--- config.mk ---
export PLATFORM = sky130hd
export DESIGN_NAME = density_color_ramp
export DESIGN_NICKNAME = d
export VERILOG_FILES = /design/src/design/dcr_pkg.sv /design/src/design/dcr_div.sv /design/src/design/density_color_ramp.sv
export SDC_FILE = /design/constraint.sdc
export NUM_CORES = 2
export LEC_CHECK = 0
export ABC_AREA = 0
export BUFFER_PORTS_ARGS = -buffer_cell sky130_fd_sc_hd__buf_2
export CORE_MARGIN = 2
export CORE_UTILIZATION = 50
export CTS_CLUSTER_SIZE = 40
export DETAILED_ROUTE_END_ITERATION = 6
export PLACE_DENSITY_LB_ADDON = 0.08
export SETUP_SLACK_MARGIN = 0.4
export SKIP_CTS_REPAIR_TIMING = 1
export SLEW_MARGIN = 10
export SYNTH_ARGS = -nofsm -noshare
export SYNTH_HDL_FRONTEND = slang
export SYNTH_HIERARCHICAL = 1
export SYNTH_SLANG_ARGS = --single-unit
--- constraint.sdc ---
create_clock -name clock -period 51.1 [get_ports clock]
set_input_delay 0 -clock clock [delete_from_list [all_inputs] [get_ports clock]]
set_output_delay 0 -clock clock [all_outputs]
set_load 0.02 [all_outputs]
--- src/design/dcr_pkg.sv ---
// ----------------------------------------------------------------------------
// dcr_pkg
// Shared constants and types of the density color ramp: stop register
// layout, reset contents of the stops and the color pair that rides along
// with an item through the divider.
// ----------------------------------------------------------------------------
package dcr_pkg;

   localparam int NUM_STOPS          = 5;
   localparam int STOP_BITS          = 56;
   localparam int COLOR_BITS         = 32;
   localparam int LEVEL_LSB          = 32;
   localparam int LEVEL_FIELD_BITS   = 24;
   localparam int DENSITY_FIELD_BITS = 24;
   localparam int MAX_DENSITY_BITS   = 32;
   localparam int CHANNEL_BITS       = 8;
   localparam int NUM_CHANNELS       = 4;
   localparam int CSR_INDEX_BITS     = 3;

   // Index of the first stop register; the stops follow in order.
   localparam int CSR_STOP_BASE      = 0;

   localparam int DEF_DENSITY_BITS   = 24;
   localparam int DEF_WEIGHT_BITS    = 8;

   typedef logic [STOP_BITS-1:0]  stop_type;
   typedef logic [COLOR_BITS-1:0] color_type;

   localparam stop_type STOP_RESET [NUM_STOPS] = '{
      56'h0000000080FF0000,
      56'h0000064080FFFF00,
      56'h00000C808000FF00,
      56'h00001F408000FFFF,
      56'h00003E80800000FF
   };

   typedef struct packed {
      color_type from_color;
      color_type to_color;
   } color_pair_type;

endpackage

--- src/design/dcr_div.sv ---
// ----------------------------------------------------------------------------
// dcr_div
// Pipelined restoring divider that forms the blend weight, one quotient bit
// per stage, with the color pair carried alongside each item.
// ----------------------------------------------------------------------------
module dcr_div #(
   parameter int DENSITY_BITS = dcr_pkg::DEF_DENSITY_BITS,
   parameter int WEIGHT_BITS  = dcr_pkg::DEF_WEIGHT_BITS
) (
   input  logic                     clock,
   input  logic                     reset,
   input  logic                     enable,
   input  logic                     in_valid,
   input  logic [DENSITY_BITS-1:0]  in_num,
   input  logic [DENSITY_BITS-1:0]  in_den,
   input  dcr_pkg::color_pair_type  in_pair,
   output logic                     out_valid,
   output logic [WEIGHT_BITS-1:0]   out_quot,
   output dcr_pkg::color_pair_type  out_pair
);
   import dcr_pkg::*;

   // The numerator is always below the divisor, so the remainder stays below
   // the divisor and the quotient fits in WEIGHT_BITS bits.
   logic                    valid_ff [WEIGHT_BITS];
   logic [DENSITY_BITS-1:0] rem_ff   [WEIGHT_BITS];
   logic [DENSITY_BITS-1:0] den_ff   [WEIGHT_BITS];
   logic [WEIGHT_BITS-1:0]  quot_ff  [WEIGHT_BITS];
   color_pair_type          pair_ff  [WEIGHT_BITS];

   for (genvar k = 0; k < WEIGHT_BITS; k++) begin : g_step
      logic                    valid_prev;
      logic [DENSITY_BITS-1:0] rem_prev;
      logic [DENSITY_BITS-1:0] den_prev;
      logic [WEIGHT_BITS-1:0]  quot_prev;
      color_pair_type          pair_prev;
      logic [DENSITY_BITS:0]   shifted;
      logic [DENSITY_BITS:0]   diff;
      logic                    quot_bit;

      if (k == 0) begin : g_first
         assign valid_prev = in_valid;
         assign rem_prev   = in_num;
         assign den_prev   = in_den;
         assign quot_prev  = '0;
         assign pair_prev  = in_pair;
      end else begin : g_next
         assign valid_prev = valid_ff[k-1];
         assign rem_prev   = rem_ff[k-1];
         assign den_prev   = den_ff[k-1];
         assign quot_prev  = quot_ff[k-1];
         assign pair_prev  = pair_ff[k-1];
      end

      assign shifted  = {rem_prev, 1'b0};
      assign diff     = shifted - {1'b0, den_prev};
      assign quot_bit = (shifted >= {1'b0, den_prev});

      always_ff @(posedge clock) begin
         if (reset) begin
            valid_ff[k] <= 1'b0;
         end else if (enable) begin
            valid_ff[k] <= valid_prev;
         end
      end

      always_ff @(posedge clock) begin
         if (enable) begin
            rem_ff[k]  <= quot_bit ? diff[DENSITY_BITS-1:0] : shifted[DENSITY_BITS-1:0];
            den_ff[k]  <= den_prev;
            quot_ff[k] <= {quot_prev[WEIGHT_BITS-2:0], quot_bit};
            pair_ff[k] <= pair_prev;
         end
      end
   end

   assign out_valid = valid_ff[WEIGHT_BITS-1];
   assign out_quot  = quot_ff[WEIGHT_BITS-1];
   assign out_pair  = pair_ff[WEIGHT_BITS-1];

endmodule

--- src/design/density_color_ramp.sv ---
// ----------------------------------------------------------------------------
// density_color_ramp
// Maps a texel density to an ARGB color through a five-stop linear ramp.
// ----------------------------------------------------------------------------
// The block takes one density item per clock while the result side does not
// stall, and returns one ARGB color item for each, in order. Its depth is set
// mostly by the weight divider, which produces one quotient bit per pipeline
// stage; around it sit a compare stage, a segment select stage and a blend
// stage that drives the output registers. The whole pipeline holds while a
// finished color waits on a stalled result channel, and runs freely whenever
// the output register is empty or being taken. The user must write the five
// stops through the csr port only while no item is in flight; the block does
// not enforce this. Each stop holds a level in bits 55..32 (unsigned 20.4) and
// an ARGB color in bits 31..0. Stops are expected in ascending order.
// ----------------------------------------------------------------------------
module density_color_ramp #(
   parameter int DENSITY_BITS = dcr_pkg::DEF_DENSITY_BITS,
   parameter int WEIGHT_BITS  = dcr_pkg::DEF_WEIGHT_BITS
) (
   input  logic                                      clock,
   input  logic                                      reset,
   input  logic                                      req_valid,
   output logic                                      req_stall,
   input  logic [dcr_pkg::DENSITY_FIELD_BITS-1:0]    req_density,
   output logic                                      rsp_valid,
   input  logic                                      rsp_stall,
   output logic [dcr_pkg::CHANNEL_BITS-1:0]          rsp_alpha,
   output logic [dcr_pkg::CHANNEL_BITS-1:0]          rsp_red,
   output logic [dcr_pkg::CHANNEL_BITS-1:0]          rsp_green,
   output logic [dcr_pkg::CHANNEL_BITS-1:0]          rsp_blue,
   input  logic                                      csr_write,
   input  logic [dcr_pkg::CSR_INDEX_BITS-1:0]        csr_index,
   input  logic [dcr_pkg::STOP_BITS-1:0]             csr_data
);
   import dcr_pkg::*;

   localparam int SUM_BITS = CHANNEL_BITS + WEIGHT_BITS + 2;
   localparam logic [WEIGHT_BITS:0] WEIGHT_ONE = (WEIGHT_BITS + 1)'(1) << WEIGHT_BITS;

   // Stop registers and the levels and colors taken from them.
   stop_type                stop_ff [NUM_STOPS];
   logic [DENSITY_BITS-1:0] level   [NUM_STOPS];
   color_type               color   [NUM_STOPS];
   logic [MAX_DENSITY_BITS-1:0] level_wide [NUM_STOPS];
   logic [MAX_DENSITY_BITS-1:0] density_wide;

   // Global advance: every stage moves when the output register can take
   // a new value.
   logic en;

   // Stage A: density and its compares against every level.
   logic                    valid_a_ff;
   logic [DENSITY_BITS-1:0] d_a_ff;
   logic [NUM_STOPS-1:0]    ge_a_ff;
   logic [NUM_STOPS-1:0]    ge_a_in;

   // Stage B: chosen segment as numerator, divisor and color pair.
   logic                    valid_b_ff;
   logic [DENSITY_BITS-1:0] num_b_ff;
   logic [DENSITY_BITS-1:0] num_b_in;
   logic [DENSITY_BITS-1:0] den_b_ff;
   logic [DENSITY_BITS-1:0] den_b_in;
   color_pair_type          pair_b_ff;
   color_pair_type          pair_b_in;
   logic                    seg_found;
   logic [DENSITY_BITS-1:0] lo_sel;
   logic [DENSITY_BITS-1:0] hi_sel;

   // Divider output.
   logic                    valid_w;
   logic [WEIGHT_BITS-1:0]  weight_w;
   color_pair_type          pair_w;

   // Output stage.
   logic                    rsp_valid_ff;
   logic [CHANNEL_BITS-1:0] chan_ff [NUM_CHANNELS];
   logic [CHANNEL_BITS-1:0] chan_in [NUM_CHANNELS];
   logic [WEIGHT_BITS:0]    inv_weight;

   // ------------------------------------------------------------------------
   // Configuration. Writes to an index past the last stop are dropped.
   // ------------------------------------------------------------------------
   always_ff @(posedge clock) begin
      if (reset) begin
         for (int i = 0; i < NUM_STOPS; i++) begin
            stop_ff[i] <= STOP_RESET[i];
         end
      end else if (csr_write) begin
         for (int i = 0; i < NUM_STOPS; i++) begin
            if (csr_index == CSR_INDEX_BITS'(CSR_STOP_BASE + i)) begin
               stop_ff[i] <= csr_data;
            end
         end
      end
   end

   // Only the low DENSITY_BITS bits of a level or a density take part.
   always_comb begin
      for (int i = 0; i < NUM_STOPS; i++) begin
         level_wide[i] = MAX_DENSITY_BITS'(stop_ff[i][LEVEL_LSB +: LEVEL_FIELD_BITS]);
         level[i]      = level_wide[i][DENSITY_BITS-1:0];
         color[i]      = stop_ff[i][COLOR_BITS-1:0];
      end
   end

   assign density_wide = MAX_DENSITY_BITS'(req_density);

   assign en        = !rsp_valid_ff || !rsp_stall;
   assign req_stall = !en;

   // ------------------------------------------------------------------------
   // Stage A: compare the density against every stop level in parallel.
   // ------------------------------------------------------------------------
   always_comb begin
      for (int i = 0; i < NUM_STOPS; i++) begin
         ge_a_in[i] = (density_wide[DENSITY_BITS-1:0] >= level[i]);
      end
   end

   always_ff @(posedge clock) begin
      if (reset) begin
         valid_a_ff <= 1'b0;
      end else if (en) begin
         valid_a_ff <= req_valid;
      end
   end

   always_ff @(posedge clock) begin
      if (en) begin
         d_a_ff  <= density_wide[DENSITY_BITS-1:0];
         ge_a_ff <= ge_a_in;
      end
   end

   // ------------------------------------------------------------------------
   // Stage B: pick the segment. Below the first stop and at or above the last
   // stop the color is flat; a flat color is sent through the divider as
   // zero over one, so its weight comes out as zero. When unsorted stops
   // leave no matching segment, the last color is used.
   // ------------------------------------------------------------------------
   always_comb begin
      seg_found = 1'b0;
      lo_sel    = '0;
      hi_sel    = '0;
      pair_b_in.from_color = color[NUM_STOPS-1];
      pair_b_in.to_color   = color[NUM_STOPS-1];
      num_b_in  = '0;
      den_b_in  = DENSITY_BITS'(1);
      if (!ge_a_ff[0]) begin
         pair_b_in.from_color = color[0];
         pair_b_in.to_color   = color[0];
      end else if (!ge_a_ff[NUM_STOPS-1]) begin
         for (int i = 0; i < NUM_STOPS - 1; i++) begin
            if (!seg_found && ge_a_ff[i] && !ge_a_ff[i+1]) begin
               seg_found            = 1'b1;
               lo_sel               = level[i];
               hi_sel               = level[i+1];
               pair_b_in.from_color = color[i];
               pair_b_in.to_color   = color[i+1];
            end
         end
         if (seg_found) begin
            num_b_in = d_a_ff - lo_sel;
            den_b_in = hi_sel - lo_sel;
         end
      end
   end

   always_ff @(posedge clock) begin
      if (reset) begin
         valid_b_ff <= 1'b0;
      end else if (en) begin
         valid_b_ff <= valid_a_ff;
      end
   end

   always_ff @(posedge clock) begin
      if (en) begin
         num_b_ff  <= num_b_in;
         den_b_ff  <= den_b_in;
         pair_b_ff <= pair_b_in;
      end
   end

   // ------------------------------------------------------------------------
   // Weight: (density - lower) * 2^WEIGHT_BITS / (upper - lower), truncated.
   // ------------------------------------------------------------------------
   dcr_div #(
      .DENSITY_BITS (DENSITY_BITS),
      .WEIGHT_BITS  (WEIGHT_BITS)
   ) u_div (
      .clock     (clock),
      .reset     (reset),
      .enable    (en),
      .in_valid  (valid_b_ff),
      .in_num    (num_b_ff),
      .in_den    (den_b_ff),
      .in_pair   (pair_b_ff),
      .out_valid (valid_w),
      .out_quot  (weight_w),
      .out_pair  (pair_w)
   );

   // ------------------------------------------------------------------------
   // Blend stage: each channel is from * (1 - w) + to * w, truncated.
   // ------------------------------------------------------------------------
   assign inv_weight = WEIGHT_ONE - {1'b0, weight_w};

   always_comb begin
      for (int c = 0; c < NUM_CHANNELS; c++) begin
         logic [SUM_BITS-1:0] sum;
         sum = SUM_BITS'(pair_w.from_color[c*CHANNEL_BITS +: CHANNEL_BITS])
                  * SUM_BITS'(inv_weight)
               + SUM_BITS'(pair_w.to_color[c*CHANNEL_BITS +: CHANNEL_BITS])
                  * SUM_BITS'(weight_w);
         chan_in[c] = sum[WEIGHT_BITS +: CHANNEL_BITS];
      end
   end

   always_ff @(posedge clock) begin
      if (reset) begin
         rsp_valid_ff <= 1'b0;
      end else if (en) begin
         rsp_valid_ff <= valid_w;
      end
   end

   always_ff @(posedge clock) begin
      if (en) begin
         for (int c = 0; c < NUM_CHANNELS; c++) begin
            chan_ff[c] <= chan_in[c];
         end
      end
   end

   assign rsp_valid = rsp_valid_ff;
   assign rsp_alpha = chan_ff[3];
   assign rsp_red   = chan_ff[2];
   assign rsp_green = chan_ff[1];
   assign rsp_blue  = chan_ff[0];

   // ------------------------------------------------------------------------
   // Assertions.
   // ------------------------------------------------------------------------

   // An empty output register never holds back the input side.
   a_no_stall_when_empty : assert property (
      @(posedge clock) disable iff (reset)
      !rsp_valid_ff |-> !req_stall
   ) else $error("input stalled while the output register is empty");

   // The selected segment never hands the divider a zero divisor.
   a_den_nonzero : assert property (
      @(posedge clock) disable iff (reset)
      valid_b_ff |-> (den_b_ff != '0)
   ) else $error("zero divisor entered the weight divider");

   // A density at or above the last stop yields a flat color.
   a_top_flat : assert property (
      @(posedge clock) disable iff (reset)
      (valid_a_ff && en && ge_a_ff[NUM_STOPS-1]) |=>
         (pair_b_ff.from_color == pair_b_ff.to_color && num_b_ff == '0)
   ) else $error("saturated density did not select a flat color");

endmodule

==> impl_results.rst <==
.. list-table::
   :header-rows: 1

   * - Metric
     - Value
   * - Result of the run
     - finished, violations left
   * - Violations in the final reports
     - design-rule violations
   * - Largest net degree at the start of global routing
     - 183
   * - Final RePlAce weighted congestion
     - 0.882
   * - Library cell used as clock root buffer
     - sky130_fd_sc_hd__clkbuf_16
   * - Total wirelength of the detailed-routed design
     - between 150000 and 200000 microns
   * - Crit path max fanout
     - 34
   * - Remaining design rule violation count
     - 6
   * - Count of endpoints failing hold in the final timing report
     - 0
   * - Final Max Slew Viols
     - 0
   * - Worst Path Arrival
     - roughly 8.2 ns
   * - Starting DRC count in detailed routing
     - ~3400
   * - Xor and xnor area share after synthesis
     - under 10%
   * - Post-route ant nets
     - 0
   * - Compound-cell area share of the yosys netlist
     - under 10%
   * - Via count of the first global-routing pass
     - between 40000 and 50000
   * - Clock latency of the later-clocked register in the worst-skew pair
     - between 0.7 and 0.8 ns
   * - Main combinational cell family by area after synthesis
     - adder cells
   * - Sequential area share after synthesis
     - about half
   * - Clock net sink count
     - around 1300
   * - Startpoint class of the critical path
     - register
   * - Count of flip-flops with a built-in enable after synthesis
     - 1345
   * - Cell area after synthesis
     - roughly 80000 sq um
   * - Hold WC Path Type
     - in -> reg
   * - H-tree depth
     - 4
   * - Site row count
     - between 100 and 150
   * - Synth Flop Type
     - sky130_fd_sc_hd__edfxtp_1
   * - Final setup margin
     - 43.39 ns
   * - Number of maximum-capacitance violations
     - 0
   * - Synthesized instance count
     - 6709
   * - Peak Freq
     - ~130 MHz
   * - Post-synthesis mux area share
     - under 10%
   * - Syn_area_per_cell
     - between 10 and 15 sq um
   * - Leftover overflow at the end of global routing
     - 0
   * - Crit path required time
     - 51.57 ns
   * - Kind of critical path
     - reg -> reg
   * - Global Route Usage Sum
     - 20.1%
   * - Placed wire-length estimate
     - 114000 microns
   * - Synthesized-area fraction occupied by adder cells
     - between 10% and 20%
   * - Port Buffer Count
     - approximately 120
   * - Drt wl/cell
     - between 15 and 20 microns
   * - I/O Pins
     - between 100 and 150
   * - Number of standard cells in the final layout excluding fillers
     - approximately 9100
   * - Flops & latches, synth
     - 1348
   * - Sum Neg Setup Slack
     - 0 ns
   * - Share of the clock period used by the worst path
     - 15.1%
   * - Die span in y
     - 403 microns
   * - Fill cell instance count of the final layout
     - ~13000
   * - Initial antenna violation count
     - 1
   * - Pre-Repair DR Iteration Count
     - 7
   * - Synthesized net count
     - 7804
   * - Starting density of the core
     - 50.4%
   * - Area of the multi-input gates
     - between 30000 and 40000 sq um
   * - Final setup violating endpoints
     - 0
   * - Horizontal die dimension
     - between 400 and 500 microns
   * - Share of cells above drive strength 1
     - ~7.8%
   * - Synthesis warning total
     - 6
   * - Area of the die
     - about 160000 sq um
   * - Sequential cell area in the final layout
     - around 40000 sq um
   * - Minimum setup slack after placement
     - about 43 ns
   * - Number of buffers on the longest clock path
     - 3
   * - Post-detailed-route via-to-cell ratio
     - approximately 5.3
   * - Crit path capture type
     - register
   * - Synth Area in Simple Gates
     - 10.5%
   * - Slew margin rel.
     - a little under a fifth
   * - Placed instance count
     - between 8000 and 9000
   * - Core ar.
     - roughly 160000 sq um
   * - Setup repair after global routing missed its margin
     - no
   * - CTS Buf Count
     - roughly 150
   * - Share of synthesized registers carrying an async set or reset
     - 0%
   * - Area growth from synthesis to layout
     - 10.6%
   * - Tightest Pin Transition
     - approximately 1.2 ns
   * - TritonCTS clock tree
     - yes
   * - Global-route wire length before repair
     - roughly 260000 microns
   * - Clock input transition at the sequential cells of the worst setup and hold paths
     - roughly 0.060 ns
   * - Setup clock skew after layout
     - about 0.073 ns
   * - Total vias in the final route
     - between 40000 and 50000
   * - Clock period minus worst slack
     - between 7 and 8 ns
   * - Number of distinct standard cells referenced by the synthesized netlist
     - 99
   * - Number of nets in the layout
     - 7971
cell usage in the layout (no fill, tap or decap), drive strengths merged, types with 65 or more instances in the layout:
cell type    Yosys  final
a21o           114    114
a21oi          383    383
a311oi          68     68
and2           396    396
buf             57    175
clkbuf         190    184
clkinv           0     65
dlygate4sd3      0     91
edfxtp        1345   1345
fa             409    409
ha             598    598
inv            901    905
mux2           105    105
nand2          530    530
nand2b          80     80
nor2           394    394
nor3            88     88
o21ai          234    234
xnor2          135    135
xor2            78     78
per-layer routing:
metal | up-vias | part of all wire (%) | global-route usage, %
met1 | 23400 | 48 | 29.5
li1 | 23700 | - | -
met2 | 1092 | 45 | 31.5
met3 | 239 | 4.5 | 2.73
met5 | - | 0 | 0
met4 | 0 | 2.3 | 5.58
critical path, cell delays in order (launching register included):
cell	delay, ns
sky130_fd_sc_hd__edfxtp_1	0.35
sky130_fd_sc_hd__buf_4	0.26
sky130_fd_sc_hd__inv_1	0.13
sky130_fd_sc_hd__ha_1	0.22
sky130_fd_sc_hd__nand2_1	0.12
sky130_fd_sc_hd__or3_1	0.41
sky130_fd_sc_hd__xor2_2	0.75
sky130_fd_sc_hd__buf_4	0.40
sky130_fd_sc_hd__nand2_1	0.13
sky130_fd_sc_hd__fa_1	0.53
sky130_fd_sc_hd__fa_1	0.51
sky130_fd_sc_hd__fa_1	0.52
sky130_fd_sc_hd__inv_1	0.06
sky130_fd_sc_hd__fa_1	0.48
sky130_fd_sc_hd__fa_1	0.49
sky130_fd_sc_hd__inv_1	0.05
sky130_fd_sc_hd__fa_1	0.47
sky130_fd_sc_hd__inv_1	0.04
sky130_fd_sc_hd__ha_1	0.19
sky130_fd_sc_hd__o41ai_2	0.46
sky130_fd_sc_hd__o21ai_1	0.22
sky130_fd_sc_hd__o211a_1	0.27
sky130_fd_sc_hd__o21a_1	0.18
sky130_fd_sc_hd__nor2_1	0.11
sky130_fd_sc_hd__xnor2_1	0.07
synth_stat cells, drive strengths merged (12+ instances only):
master | number | area (sq um)
nor2 | 394 | 1480
a211oi | 58 | 450
nand3 | 52 | 260
nand2 | 530 | 1990
fa | 409 | 8190
a222oi | 47 | 470
o211ai | 20 | 160
a21o | 114 | 856
inv | 901 | 3380
nand4 | 47 | 315
or3 | 12 | 76.3
xor2 | 78 | 683
a211o | 14 | 123
nand2b | 80 | 500
and3 | 31 | 194
o31ai | 15 | 123
ha | 598 | 7480
a31oi | 34 | 243
nor2b | 52 | 325
o21bai | 15 | 113
buf | 57 | 322
o21ai | 234 | 1180
a21oi | 383 | 1940
nor3 | 88 | 445
o21a | 55 | 413
xnor2 | 135 | 1180
edfxtp | 1345 | 40400
a311oi | 68 | 596
clkbuf | 190 | 713
and2 | 396 | 2480
mux2 | 105 | 1250
state kept, by name, summed over array words and instances, names as in the netlist, 5 cells and up:
name,flops
num_b_ff,24
den_b_ff,24
d_a_ff,24
u_div/pair_ff,512
u_div/rem_ff,168
u_div/den_ff,168
ge_a_ff,5
u_div/quot_ff,36
stop_ff,280
u_div/valid_ff,8
pair_b_ff,64
chan_ff,32
cell families after synthesis:
logic type | Yosys count
flops | 1348
simple gates | 1724
xor+xnor | 213
buf+inv | 1148
compound gates | 1157
mux | 112
fa+ha+maj | 1007
cell type report:
type / instances / area share [%]
Antenna cell: 1 / 0.00284
Clock inverter: 84 / 1.10
Inverter: 901 / 3.83
Multi-Input combinational cell: 4213 / 39.7
Clock buffer: 184 / 4.35
Sequential cell: 1348 / 45.8
Timing Repair Buffer: 266 / 2.21
Tap cell: 2072 / 2.94
per-stage QoR:
| step | hold WS [ns] | utilization [%] | cell area, sq um |
|---|---|---|---|
| final | 0.0443 | 55.7 | 88200 |
| after global routing | 0.0265 | 55.7 | 88200 |
| after CTS | -0.620 | 55.1 | 87300 |
| after detailed placement | 0.202 | 52.1 | 82500 |
| after global placement | 0.194 | 52.1 | 82500 |
| after floorplan | 0.0989 | - | 79800 |
final timing paths:
| kind | start | to | slack [ns] | cells after the start |
|---|---|---|---|---|
| worst min-delay path | csr_data[38] | stop_ff[0][206] | 0.04 | 3 |
| worst min register to register | u_div/pair_ff[1][116] | u_div/pair_ff[1][180] | 0.39 | 0 |
| worst max register to register | u_div/quot_ff[1][25] | chan_ff[2][7] | 43.39 | 24 |
| worst max-delay path | u_div/quot_ff[1][25] | chan_ff[2][7] | 43.39 | 24 |
Power is not shown: default switching activity piles up to over one toggle a cycle in this logic, so the estimate is an artifact.
